## src/rtl/csvft_pkg.sv

```systemverilog
`timescale 1ns / 1ps
`default_nettype none

package csvft_pkg;

    // parser state codes
    localparam logic [2:0] ST_START  = 3'd0;
    localparam logic [2:0] ST_PLAIN  = 3'd1;
    localparam logic [2:0] ST_QUOTED = 3'd2;
    localparam logic [2:0] ST_QCLOSE = 3'd3;
    localparam logic [2:0] ST_AFTER  = 3'd4;
    localparam logic [2:0] ST_IGNORE = 3'd5;

    localparam logic [7:0] CH_QUOTE = 8'h22;
    localparam logic [7:0] CH_COMMA = 8'h2C;
    localparam logic [7:0] CH_NUL   = 8'h00;

    typedef struct packed {
        logic [7:0] data_byte;
        logic       byte_valid;
        logic       field_end;
        logic [4:0] column;
        logic       line_end;
        logic [5:0] field_count;
        logic       truncated;
    } res_t;

endpackage

`default_nettype wire

```

## src/rtl/csvft_step.sv

```systemverilog
`timescale 1ns / 1ps
`default_nettype none

// One byte of parsing: next state and the result, if any.
module csvft_step
    import csvft_pkg::*;
#(
    parameter int MAX_FIELD_BYTES = 256,
    parameter int MAX_COLUMNS     = 32,
    parameter int LW              = 8,
    parameter int CW              = 5
)
(
    input  wire logic [2:0]    state,
    input  wire logic [LW-1:0] flen,
    input  wire logic [CW-1:0] col,
    input  wire logic [7:0]    ch,
    output logic [2:0]         state_next,
    output logic [LW-1:0]      flen_next,
    output logic [CW-1:0]      col_next,
    output logic               emit,
    output res_t               res
);

    localparam int EW = (CW + 1 > 6) ? CW + 1 : 6;
    localparam logic [LW-1:0] LEN_LIMIT = LW'(MAX_FIELD_BYTES - 1);
    localparam logic [CW-1:0] COL_LAST  = CW'(MAX_COLUMNS - 1);

    logic          is_quote;
    logic          is_comma;
    logic          is_nul;
    logic          col_last;
    logic [EW-1:0] col_ext;
    logic [EW-1:0] col_inc_ext;

    assign is_quote    = (ch == CH_QUOTE);
    assign is_comma    = (ch == CH_COMMA);
    assign is_nul      = (ch == CH_NUL);
    assign col_last    = (col == COL_LAST);
    assign col_ext     = EW'(col);
    assign col_inc_ext = col_ext + EW'(1);

    always_comb
    begin
        logic          do_close;
        logic          do_add;
        logic [7:0]    add_byte;
        logic [2:0]    add_stay;
        logic [LW-1:0] flen_base;
        logic [LW-1:0] flen_inc;
        logic          valid;
        logic          fend;
        logic          lend;
        logic          trunc;

        do_close   = 1'b0;
        do_add     = 1'b0;
        add_byte   = ch;
        add_stay   = ST_PLAIN;
        flen_base  = flen;
        state_next = state;
        flen_next  = flen;
        col_next   = col;
        emit       = 1'b0;
        valid      = 1'b0;
        fend       = 1'b0;
        lend       = 1'b0;
        trunc      = 1'b0;

        case (state)
            ST_PLAIN:
            begin
                if (is_comma || is_nul)
                    do_close = 1'b1;
                else
                    do_add = 1'b1;
            end
            ST_QUOTED:
            begin
                add_stay = ST_QUOTED;
                if (is_quote)
                    state_next = ST_QCLOSE;
                else if (is_nul)
                    do_close = 1'b1;
                else
                    do_add = 1'b1;
            end
            ST_QCLOSE:
            begin
                // doubled quote is a literal quote
                add_stay = ST_QUOTED;
                add_byte = CH_QUOTE;
                if (is_quote)
                    do_add = 1'b1;
                else
                    do_close = 1'b1;
            end
            ST_AFTER:
            begin
                if (is_comma && !col_last)
                begin
                    col_next   = col + CW'(1);
                    flen_next  = '0;
                    state_next = ST_START;
                end
                else
                begin
                    emit = 1'b1;
                    lend = 1'b1;
                    if (is_nul)
                    begin
                        state_next = ST_START;
                        flen_next  = '0;
                        col_next   = '0;
                    end
                    else
                        state_next = ST_IGNORE;
                end
            end
            ST_IGNORE:
            begin
                if (is_nul)
                begin
                    state_next = ST_START;
                    flen_next  = '0;
                    col_next   = '0;
                end
            end
            default:
            begin
                flen_base = '0;
                flen_next = '0;
                if (is_quote)
                    state_next = ST_QUOTED;
                else if (is_comma || is_nul)
                    do_close = 1'b1;
                else
                    do_add = 1'b1;
            end
        endcase

        if (do_close)
        begin
            emit = 1'b1;
            fend = 1'b1;
            if (is_comma)
            begin
                if (!col_last)
                begin
                    col_next   = col + CW'(1);
                    flen_next  = '0;
                    state_next = ST_START;
                end
                else
                begin
                    lend       = 1'b1;
                    state_next = ST_IGNORE;
                end
            end
            else
            begin
                lend = 1'b1;
                if (is_nul)
                begin
                    state_next = ST_START;
                    flen_next  = '0;
                    col_next   = '0;
                end
                else
                    state_next = ST_IGNORE;
            end
        end

        // flen stays below the limit, so the increment cannot wrap
        flen_inc = flen_base + LW'(1);
        if (do_add)
        begin
            emit      = 1'b1;
            valid     = 1'b1;
            flen_next = flen_inc;
            if (flen_inc == LEN_LIMIT)
            begin
                fend       = 1'b1;
                trunc      = 1'b1;
                state_next = ST_AFTER;
            end
            else
                state_next = add_stay;
        end

        res.data_byte   = valid ? add_byte : 8'h00;
        res.byte_valid  = valid;
        res.field_end   = fend;
        res.column      = col_ext[4:0];
        res.line_end    = lend;
        res.field_count = lend ? col_inc_ext[5:0] : 6'd0;
        res.truncated   = trunc;
    end

endmodule

`default_nettype wire

```

## src/rtl/csv_field_tokenizer.sv

```systemverilog
`timescale 1ns / 1ps
`default_nettype none

// Streaming CSV tokenizer: one byte of a line per request on ch, a zero byte ends
// the line. Field characters come out tagged with their column; field_end,
// line_end and truncated mark field and line boundaries, and field_count is
// given with line_end. Throughput is one byte per cycle unless a byte with a
// result waits on a stalled output register: a byte sits in an input register,
// one short state update decides its result, and the result is held in an
// output register. A byte that gives no result leaves even while the output
// register is stalled; a byte that gives one waits for that register.
module csv_field_tokenizer
    import csvft_pkg::*;
#(
    parameter int MAX_FIELD_BYTES = 256,
    parameter int MAX_COLUMNS     = 32
)
(
    input  wire logic       clk,
    input  wire logic       rst_n,
    input  wire logic       in_valid,
    output logic            in_ready,
    input  wire logic [7:0] ch,
    output logic            out_valid,
    input  wire logic       out_ready,
    output logic [7:0]      data_byte,
    output logic            byte_valid,
    output logic            field_end,
    output logic [4:0]      column,
    output logic            line_end,
    output logic [5:0]      field_count,
    output logic            truncated
);

    localparam int LW = $clog2(MAX_FIELD_BYTES);
    localparam int CW = (MAX_COLUMNS > 1) ? $clog2(MAX_COLUMNS) : 1;

    logic          in_valid_reg;
    logic          in_valid_next;
    logic [7:0]    ch_reg;
    logic [2:0]    state_reg;
    logic [2:0]    state_next;
    logic [LW-1:0] flen_reg;
    logic [LW-1:0] flen_next;
    logic [CW-1:0] col_reg;
    logic [CW-1:0] col_next;
    logic          out_valid_reg;
    logic          out_valid_next;
    res_t          res_reg;
    res_t          step_res;
    logic          step_emit;
    logic          advance;

    csvft_step #(
        .MAX_FIELD_BYTES (MAX_FIELD_BYTES),
        .MAX_COLUMNS     (MAX_COLUMNS),
        .LW              (LW),
        .CW              (CW)
    ) u_step (
        .state      (state_reg),
        .flen       (flen_reg),
        .col        (col_reg),
        .ch         (ch_reg),
        .state_next (state_next),
        .flen_next  (flen_next),
        .col_next   (col_next),
        .emit       (step_emit),
        .res        (step_res)
    );

    assign advance  = in_valid_reg && (!step_emit || !out_valid_reg || out_ready);
    assign in_ready = !in_valid_reg || advance;

    always_comb
    begin
        in_valid_next = in_valid_reg;
        if (in_ready)
            in_valid_next = in_valid;
        out_valid_next = out_valid_reg;
        if (advance && step_emit)
            out_valid_next = 1'b1;
        else if (out_ready)
            out_valid_next = 1'b0;
    end

    always_ff @(posedge clk or negedge rst_n)
    begin
        if (!rst_n)
        begin
            in_valid_reg  <= 1'b0;
            out_valid_reg <= 1'b0;
            state_reg     <= ST_START;
            flen_reg      <= '0;
            col_reg       <= '0;
        end
        else
        begin
            in_valid_reg  <= in_valid_next;
            out_valid_reg <= out_valid_next;
            if (advance)
            begin
                state_reg <= state_next;
                flen_reg  <= flen_next;
                col_reg   <= col_next;
            end
        end
    end

    always_ff @(posedge clk)
    begin
        if (in_ready && in_valid)
            ch_reg <= ch;
        if (advance && step_emit)
            res_reg <= step_res;
    end

    assign out_valid   = out_valid_reg;
    assign data_byte   = res_reg.data_byte;
    assign byte_valid  = res_reg.byte_valid;
    assign field_end   = res_reg.field_end;
    assign column      = res_reg.column;
    assign line_end    = res_reg.line_end;
    assign field_count = res_reg.field_count;
    assign truncated   = res_reg.truncated;

    // a length-limited close always carries the last character
    a_trunc_shape: assert property (@(posedge clk) disable iff (!rst_n)
        out_valid && truncated |-> field_end && byte_valid)
        else $error("truncated result without field_end and character");

    // line end never carries a character
    a_lend_no_byte: assert property (@(posedge clk) disable iff (!rst_n)
        out_valid && line_end |-> !byte_valid)
        else $error("line_end result carries a character");

    a_count_only_at_lend: assert property (@(posedge clk) disable iff (!rst_n)
        out_valid && !line_end |-> field_count == 6'd0)
        else $error("field_count set without line_end");

    // a held byte is never dropped while waiting on the output register
    a_hold_byte: assert property (@(posedge clk) disable iff (!rst_n)
        in_valid_reg && !advance |=> in_valid_reg && $stable(ch_reg))
        else $error("stalled input byte lost");

endmodule

`default_nettype wire

```

## config.mk

```make
export PLATFORM = sky130hd
export DESIGN_NAME = csv_field_tokenizer
export DESIGN_NICKNAME = d
export VERILOG_FILES = /design/src/rtl/csvft_pkg.sv /design/src/rtl/csvft_step.sv /design/src/rtl/csv_field_tokenizer.sv
export SDC_FILE = /design/constraint.sdc
export NUM_CORES = 1
export LEC_CHECK = 0
export ABC_CLOCK_PERIOD_IN_PS = 7300
export BUFFER_PORTS_ARGS = -buffer_cell sky130_fd_sc_hd__buf_2
export CAP_MARGIN = 15
export CORE_MARGIN = 2
export CORE_UTILIZATION = 62
export DETAILED_ROUTE_END_ITERATION = 16
export PLACE_DENSITY = 0.85
export SYNTH_ARGS = -nofsm -noshare
export SYNTH_HDL_FRONTEND = slang
export SYNTH_SLANG_ARGS = --single-unit
```

## constraint.sdc

```tcl
create_clock -name clk -period 7.3 [get_ports clk]
set_input_delay 0.73 -clock clk [delete_from_list [all_inputs] [get_ports clk]]
set_output_delay 0.73 -clock clk [all_outputs]
set_load 0.05 [all_outputs]
```

==> impl_metrics.env <==
export IMPL_status="finished, final reports clean"
export IMPL_clockPowerShare_pct=16.6
export IMPL_syn_inst=248
export IMPL_ys_flop_type="edfxtp_1"
export IMPL_drc=0
export IMPL_required_ns=6.57
export IMPL_grt_usage_pct=23.1
export IMPL_reg2regPathDepth=10
export IMPL_critPathLaunch="col_reg[0]$_DFFE_PN0P_"
export IMPL_drive_above_1_share_pct=22.6
export IMPL_synth_seq_cells=49
export IMPL_grt_pass1_wl_mm=9.11
export IMPL_clock_sinks=49
export IMPL_finish_utilization_pct=72.1
export IMPL_finalSetupViolations=0
export IMPL_via_count=2151
export IMPL_cts_buffers=5
export IMPL_cts_hold_buffers=0
export IMPL_final_setup_tns_ns=0
export IMPL_cts_root_buffer_cell="clkbuf_8"
export IMPL_clock_latency_ns=0.30
export IMPL_start_util_pct=63.5
export IMPL_ys_seq_area_share_pct=50.3
export IMPL_yosys_top_cells_count="31 x edfxtp_1, 19 x nor2_1, 18 x dfrtp_1"
export IMPL_diodes=0
export IMPL_clock_skew_ns=0.00882
export IMPL_postCtsSetupBuffers=0
export IMPL_start_kind="flop"
export IMPL_synth_edf_count=31
export IMPL_syn_area_per_cell_sq_um=11.1
export IMPL_detail_route_antenna_nets=0
export IMPL_ff2ff_setup_slack_ns=4.14
export IMPL_mappedNetlistNets=267
export IMPL_end_kind="output pin"
export IMPL_finalHoldViolations=0
export IMPL_fmax_mhz=297
export IMPL_worstMarginPinSlew_ns=0.847
export IMPL_fp_dieH_microns=70.5
export IMPL_internal_power_mw=0.749
export IMPL_dpl_cell_count=332
export IMPL_switching_share_pct=46.2
export IMPL_irDropWorstVdd_mv=0.240
export IMPL_synth_cell_type_count=66
export IMPL_cts_tree="built"
export IMPL_share_seq_of_total_power_pct=34.9
export IMPL_fp_coreArea_sq_mm=0.00432
export IMPL_maxSlewHeadroom_pct=43.1
export IMPL_via_per_inst=6.33
export IMPL_first_pass_iters=6
export IMPL_routedWlPerCell_microns=16.6
export IMPL_critical_path_max_fanout=5
export IMPL_cp_data_arrival_time_ns=2.64
export IMPL_die_area_sq_mm=0.00498
export IMPL_ios=37
export IMPL_p_leak_nw=1.28
export IMPL_synth_top_area_share_pct=33.9
export IMPL_port_buffers=36
export IMPL_clockBufferDepth=2
export IMPL_grt_max_degree=24
export IMPL_num_rows=24
export IMPL_ys_async_sr_fraction_pct=36.7
export IMPL_r2r_start="state_reg[0]$_DFFE_PN0P_"
export IMPL_synthTopCellsByArea="edfxtp_1 34%, dfrtp_1 16%, and2_1 3.6%"
export IMPL_clk_pin_slew_ns=0.09
export IMPL_period_share_pct=46.1
export IMPL_p_per_area_mw_per_mm2=447
export IMPL_comb_power_share_pct=48.6
export IMPL_fin_hold_ws_ns=0.345
export IMPL_crit_type="reg2out"
export IMPL_drv_cap=0
export IMPL_dp_hpwl_mm=4.15
export IMPL_cts_resized=0
export IMPL_gp_congestion=1.01
export IMPL_first_iter_violations=258
export IMPL_antenna_found_initial=0
export IMPL_yosysTopAreaCell="edfxtp_1"
export IMPL_ys_warn_count=0
export IMPL_min_path_type="in2async"
export IMPL_rsz0062_at_grt="false"
export IMPL_drt_wl_total_mm=5.63
export IMPL_p_sw_mw=0.644
export IMPL_final_cells=340
export IMPL_grt_ovfl_total=0
export IMPL_ctsHtreeMaxLevel=2
export IMPL_yosysMostFrequentCell="edfxtp_1"
export IMPL_slew_violations=0
export IMPL_crit_end="in_ready"
export IMPL_syn_area_sq_mm=0.00275
export IMPL_nNetsFinal=306
export IMPL_period_needed_ns=3.37
export IMPL_syn_to_final_growth_pct=13.6
export IMPL_die_w_microns=70.5
export IMPL_reg2reg_to="state_reg[0]$_DFFE_PN0P_"
export IMPL_grt_pass1_vias=1959
==> critical path: stages, from the launching register on <==
cell      delay [ns]
dfrtp_1         0.43
ha_1            0.27
and3_1          0.20
ha_1            0.20
nand4b_1        0.24
o31ai_2         0.38
nand3_1         0.16
nand4b_1        0.17
buf_2           0.28
==> per-layer routing <==
metal,vias to the layer above,global-route usage [%],wire length [microns]
met1,1024,29.7,2270
met5,-,0,0
met4,0,8.39,90
met3,11,4.13,427
met2,103,39.7,2840
li1,1013,-,-
==> power groups by stage <==
stage / sequential (mW) / clock [mW] / combinational [mW]
6_report: 0.486 / 0.231 / 0.677
3_3_place_gp: 0.484 / 0 / 0.657
5_1_grt: 0.498 / 0.244 / 0.727
3_5_place_dp: 0.491 / 0 / 0.671
4_1_cts: 0.485 / 0.231 / 0.676
2_1_floorplan: 0.666 / 0 / 0.345
==> layout by cell type, fill, tap and decap left out, types with 2 or more instances in the layout <==
cell,synthesis,final
and2_1,16,16
edfxtp_1,31,31
nand3_1,10,10
nand2b_1,5,5
clkbuf_8,0,5
nand2_1,15,15
a21oi_1,6,6
dfrtp_1,18,18
inv_1,14,14
o31ai_2,2,2
o21ai_2,2,2
o2bb2ai_1,2,2
o32ai_1,2,2
or2_1,2,2
nor4_4,2,2
nor3_1,7,7
o21ai_0,11,11
nor3b_1,2,2
xnor2_1,4,4
ha_1,7,7
a211oi_1,5,5
nor2_1,19,19
o32a_1,2,2
buf_2,1,36
nor4_1,2,2
and3_1,3,3
mux2i_1,4,4
bufinv_16,0,2
a22o_1,3,3
a31oi_1,4,3
nand4b_1,2,2
nor2b_1,4,4
a32o_1,2,2
a21bo_1,3,3
==> area by class of cell <==
class / count / area, sq um
Clock buffer: 5 / 68.8
Inverter: 15 / 56.3
Timing Repair Buffer: 37 / 188
Tap cell: 52 / 65.1
Multi-Input combinational cell: 179 / 1290
Fill cell: 316 / 1210
Clock inverter: 3 / 68.8
Sequential cell: 49 / 1380
==> stage by stage <==
stage / total power, mW / instance area, sq um / setup slack [ns]
finish: 1.39 / 3120 / 3.93
global route: 1.47 / 3120 / 3.77
CTS: 1.39 / 3120 / 3.94
detailed placement: 1.16 / 2980 / 4.15
global placement: 1.14 / 2980 / 4.26
floorplan: 1.01 / 2750 / 4.19
==> kinds of logic (layout without fill, tap and decap cells) <==
logic type,after synthesis,after routing,synth area share (%)
multiplexers,5,5,2.01
flip-flops,49,49,50.3
AO/OA/AOI/OAI,61,61,18.4
XOR/XNOR,4,4,1.28
AND/OR/NAND/NOR,102,102,21.9
adder cells (fa/ha/maj),7,7,3.19
buffers and inverters,20,60,2.92
==> worst min-delay path by stage <==
stage                                      start                      to  depth (start not counted)
after global routing                       rst_n  col_reg[3]$_DFFE_PN0P_                          1
after detailed placement  col_reg[4]$_DFFE_PN0P_     column[4]$_DFFE_PP_                          0
after CTS                                  rst_n  col_reg[1]$_DFFE_PN0P_                          1
after global placement    col_reg[4]$_DFFE_PN0P_     column[4]$_DFFE_PP_                          0
final                                      rst_n  col_reg[3]$_DFFE_PN0P_                          1
after floorplan                            rst_n  col_reg[0]$_DFFE_PN0P_                          0
Note: power is estimated with default switching activity, not from simulation.
